--- src/hw/rtl/brb_pkg.sv ---
// Shared types and constants for the byte ring buffer with chunk drain.
// Used by brb_ctrl, brb_dpath and the top level; no dependencies.
package brb_pkg;

  localparam int OP_W      = 3;
  localparam int BYTE_W    = 8;
  localparam int OFF_W     = 10;
  localparam int CNT_FLD_W = 11;
  localparam int ADDR_W    = 10;
  localparam int SIZE_W    = 4;

  localparam logic [SIZE_W-1:0] SIZE_LOG2_RESET = 4'd10;

  typedef enum logic [OP_W-1:0] {
    OP_PUSH   = 3'd0,
    OP_POP    = 3'd1,
    OP_PEEK   = 3'd2,
    OP_DELETE = 3'd3,
    OP_DMA    = 3'd4
  } op_t;

  typedef struct packed {
    logic load;   // capture the incoming item
    logic exec;   // run the captured item against buffer state
    logic clear;  // size register write, pointers cleared
  } cmd_t;

endpackage

--- src/hw/rtl/brb_ctrl.sv ---
// Controller for the byte ring buffer: item handshake sequencing.
// Depends on brb_pkg (cmd_t); drives commands into brb_dpath.
module brb_ctrl (
  input  logic          clk,
  input  logic          rst,
  input  logic          in_valid,
  output logic          in_stall,
  output logic          out_valid,
  input  logic          out_stall,
  input  logic          cfg_valid,
  output logic          cfg_ready,
  output brb_pkg::cmd_t cmd
);
  import brb_pkg::*;

  typedef enum logic [1:0] {
    ST_IDLE,
    ST_EXEC,
    ST_OUT
  } state_t;

  state_t state;

  always_comb begin
    cmd.load  = (state == ST_IDLE) && in_valid && !in_stall;
    cmd.exec  = (state == ST_EXEC);
    cmd.clear = cfg_valid && cfg_ready;
  end

  always_ff @(posedge clk) begin
    if (rst) begin
      state     <= ST_IDLE;
      in_stall  <= 1'b1;
      out_valid <= 1'b0;
      cfg_ready <= 1'b0;
    end else begin
      case (state)
        ST_IDLE: begin
          if (in_valid && !in_stall) begin
            state     <= ST_EXEC;
            in_stall  <= 1'b1;
            cfg_ready <= 1'b0;
          end else begin
            in_stall  <= 1'b0;
            cfg_ready <= 1'b1;
          end
        end
        ST_EXEC: begin
          state     <= ST_OUT;
          out_valid <= 1'b1;
        end
        ST_OUT: begin
          if (!out_stall) begin
            state     <= ST_IDLE;
            out_valid <= 1'b0;
            in_stall  <= 1'b0;
            cfg_ready <= 1'b1;
          end
        end
        default: begin
          state     <= ST_IDLE;
          in_stall  <= 1'b1;
          out_valid <= 1'b0;
          cfg_ready <= 1'b0;
        end
      endcase
    end
  end

endmodule

--- config.mk ---
export PLATFORM = sky130hd
export DESIGN_NAME = brb_ctrl
export DESIGN_NICKNAME = d
export VERILOG_FILES = /design/src/hw/rtl/brb_pkg.sv /design/src/hw/rtl/brb_ctrl.sv
export SDC_FILE = /design/constraint.sdc
export NUM_CORES = 1
export LEC_CHECK = 0
export BUFFER_PORTS_ARGS = -buffer_cell sky130_fd_sc_hd__buf_2
export CAP_MARGIN = 0
export CORE_AREA = 2 2 39 41
export DETAILED_ROUTE_END_ITERATION = 10
export DIE_AREA = 0 0 41 43
export PLACE_DENSITY = 0.39
export SYNTH_ARGS = -nofsm -noshare
export SYNTH_HDL_FRONTEND = slang
export SYNTH_SLANG_ARGS = --single-unit
--- constraint.sdc ---
create_clock -name clk -period 1.22 [get_ports clk]
set_clock_uncertainty 0.1 [all_clocks]
set_input_delay 0.244 -clock clk [delete_from_list [all_inputs] [get_ports clk]]
set_output_delay 0.244 -clock clk [all_outputs]
set_load 0.005 [all_outputs]
### After elaboration in Yosys (flattened, before gate mapping)

Cells that the tools add are included.
Widths: inputs -> output; s select.

| word-level totals | value |
|---|---|
| bits of input ports | 5 |
| logic and storage cells | 29 |
| output and inout bits | 6 |
| register bits after elaboration | 5 |

| operators by class | value |
|---|---|
| reductions and logical operators | 9 |
| equality and inequality tests | 4 |
| multiplexer cells | 10 |
| bitwise logic cells | 2 |

Operators with widths:

| kind | count |
|---|---|
| $pmux 1 s3 | 3 |
| $pmux 2 s3 | 1 |
| $reduce_and 2->1 | 3 |
| $logic_and 1x1->1 | 4 |
| $mux 1 | 4 |
| $mux 2 | 2 |
| $eq 2x1->1 const B | 1 |
| $eq 2x2->1 const B | 1 |
| $logic_not 2->1 | 1 |
| $ne 2x1->1 const B | 1 |
| $ne 2x2->1 const B | 1 |
| $not 1->1 | 2 |
| $logic_not 1->1 | 1 |

### Longest topological paths before layout

| depth | value |
|---|---|
| depth in word-level cells | 4 |
| depth in mapped cells | 2 |
| mapped depth without buffers | 2 |

### Least setup slack after synthesis

Ideal clock, no wire load.

| timing | value |
|---|---|
| kind | register -> output |
| start | register state[0] |
| end | output cmd[2] (netlist bit) |
| data arrival time | 0.957 ns |
| path slack | -0.081 ns |
| path buffers | 0 |
| data required time | 0.876 ns |
| cell stages (with the launch flop) | 3 |
| cells stage by stage | dfxtp_1 or4b_4 inv_1 |

RTL lines:

| item | line | text |
|---|---|---|
| start, declared | brb_ctrl.sv:22 | `state_t state;` |
| start signal, assigned | brb_ctrl.sv:32 | `state <= ST_IDLE;` |
| start signal, assigned | brb_ctrl.sv:40 | `state <= ST_EXEC;` |
| start signal, assigned | brb_ctrl.sv:49 | `state <= ST_OUT;` |
| end, declared | brb_ctrl.sv:12 | `output brb_pkg::cmd_t cmd` |

==> run metrics <==
outcome=finished with violations; violations in the final reports=negative setup slack; first drt pass iteration count=2; Worst-Skew Late Latency=0.25 ns; final hold slack=approximately 0.13 ns; area of the multi-input gates=between 100 and 150 um^2; Avg WL per Cell=approximately 11 um; Power Total=between 0.4 and 0.5 mW; synthesized instance count=22; synthesized area per cell=a little over 9 um^2; Yosys cell types=14; Critical Path RT=0.88 ns; Die Width=41 um; crit path DAT=~1.3 ns; RePlAce Congestion=0.643; largest net degree at the start of global routing=8; number of global-route vias before repair=approximately 240; Row Count=14; via count=~240; unrepaired setup endpoints after global routing=true; Worst-path clk slew=~0.050 ns; Crit-path slowest cell=or4b_4; Worst VDD drop=623 uV; synthesized area=approximately 210 um^2; yosys warns=0; first-pass GRT wire length=between 1000 and 1500 um; total track usage=0.0945; fin crit share=1.32; Layout area overhead=85.4%; Crit Path Class=flop to output pin; setup TNS=-1.38 ns; nets@finish=49; Worst path max stage delay=roughly 0.53 ns; fmax=622 MHz; Ports=11; WL final=640 um; placed cell areas=about 310 um^2; Detail Route Antenna Nets=0; Leak=roughly 0.19 nW; pwr dens=approximately 1200 mW/mm^2; initial antenna violation count=0; Hold Fails Final Rpt=0; Hold Buf Count CTS=0; gr ovfl total=0; drt drc=0; Initial Utilization=0.148; CP Buf/Inv Count=2; minimum clock period=1.61 ns; design area=roughly 380 um^2; sequential-to-total area share from yosys stat=0.488; Startpoint Class=flop; fin worst setup slack=-0.387 ns; TritonCTS clock tree=done; #FFs+latches synth=5; most frequent cells in the layout=buf_2, buf_6; DR iter-0 viols=5; total core area=roughly 0.0014 mm^2; Max clock buf depth=2; share of cells above drive strength 1=0.581; CTS sink count=5; Filler cells=around 150; crit-path cells=or4b_4 -> inv_2 -> buf_6; Ant. Diodes=0; family with the most delay on the worst path=simple AND/OR/NAND/NOR gates; Slew @ Worst Pin=0.205 ns; die height=around 43 um; Reg area=between 100 and 150 um^2; TritonCTS Buffers=3; commonest non-fill, non-tap cell in the layout=buf_2; Slew Limit Fails=0; Max FO, Critical Path=2; I/O Buffers=10; Die ar.=roughly 0.0018 mm^2; syn nets=27; Hold Crit Class=primary input to flop; H-tree levels=1; via/cell ratio=~4.1; Max-Cap Viols=0; final setup fails=5; CP Capture Type=output pin; worst-case headroom to the max-slew limit=0.862; root buffer cell=clkbuf_4
==> area by class of cell <==
| type | instances | share of cell area |
|---|---|---|
| multi-input combinational | 15 | 0.263 |
| inverter | 2 | 0.0197 |
| clock buffer | 4 | 0.0691 |
| timing repair buffer | 17 | 0.326 |
| sequential | 5 | 0.270 |
| tap | 16 | 0.0526 |
==> logic make-up (layout without fill, tap and decap cells) <==
logic type	after synthesis	in the layout	share of synthesized area
and+or+nand+nor	8	8	0.262
buffers and inverters	2	23	0.0366
AOI/OAI and AO/OA	7	7	0.213
DFF	5	5	0.488
==> path summary, 6_finish.rpt <==
check,from,to,depth (start not counted),slack [ns]
max,state[1]$_SDFFE_PP0P_,cmd[2],3,-0.39
min,rst,state[1]$_SDFFE_PP0P_,2,0.13
max reg2reg,state[1]$_SDFFE_PP0P_,cfg_ready$_SDFFE_PP0P_,5,-0.31
min reg2reg,out_valid$_SDFFE_PP0P_,out_valid$_SDFFE_PP0P_,2,0.39
==> metal layers <==
layer | wire [um] | track usage | up-vias
met5 | 0 | 0 | -
li1 | - | - | 122
met3 | 82 | 0.0785 | 0
met2 | 273 | 0.131 | 14
met1 | 285 | 0.100 | 103
met4 | 0 | 0.0400 | 0
==> sequential cells by signal, summed over array words and instances (netlist names) <==
register / cells
cfg_ready: 1
in_stall: 1
out_valid: 1
state: 2
==> timing repair <==
| action | 4_1_cts | 5_1_grt |
|---|---|---|
| endpoints found under the setup margin | 5 | 5 |
| resized for setup | 4 | 2 |
| buffers inserted | 2 | 1 |
==> report_power, final <==
| part | leakage (nW) | internal (mW) | total (mW) | switching, mW |
|---|---|---|---|---|
| sequential | 0.0416 | 0.176 | 0.182 | 0.00611 |
| clock | 0.0150 | 0.124 | 0.201 | 0.0765 |
| combinational | 0.133 | 0.0531 | 0.0883 | 0.0351 |
==> Yosys cell counts, drive strengths merged <==
cell    instances  area, um^2
a21oi           3        15.0
a211oi          1        7.51
nand3b          1        7.51
nor2            2        7.51
inv             2        7.51
o211a           1        10.0
nand2b          1        6.26
a31oi           1        6.26
or4b            1        13.8
dfxtp           5         100
o21ai           1        5.00
and2            1        6.26
or2b            1        7.51
nand3           1        5.00
==> metrics by stage <==
stage	util	setup WS [ns]	cells
CTS	0.262	-0.375	58
detailed placement	0.222	-0.111	52
floorplan	-	-0.0515	22
global route	0.275	-0.426	59
finish	0.275	-0.387	59
global placement	0.222	-0.102	52
(Power assumes the default switching activity.)
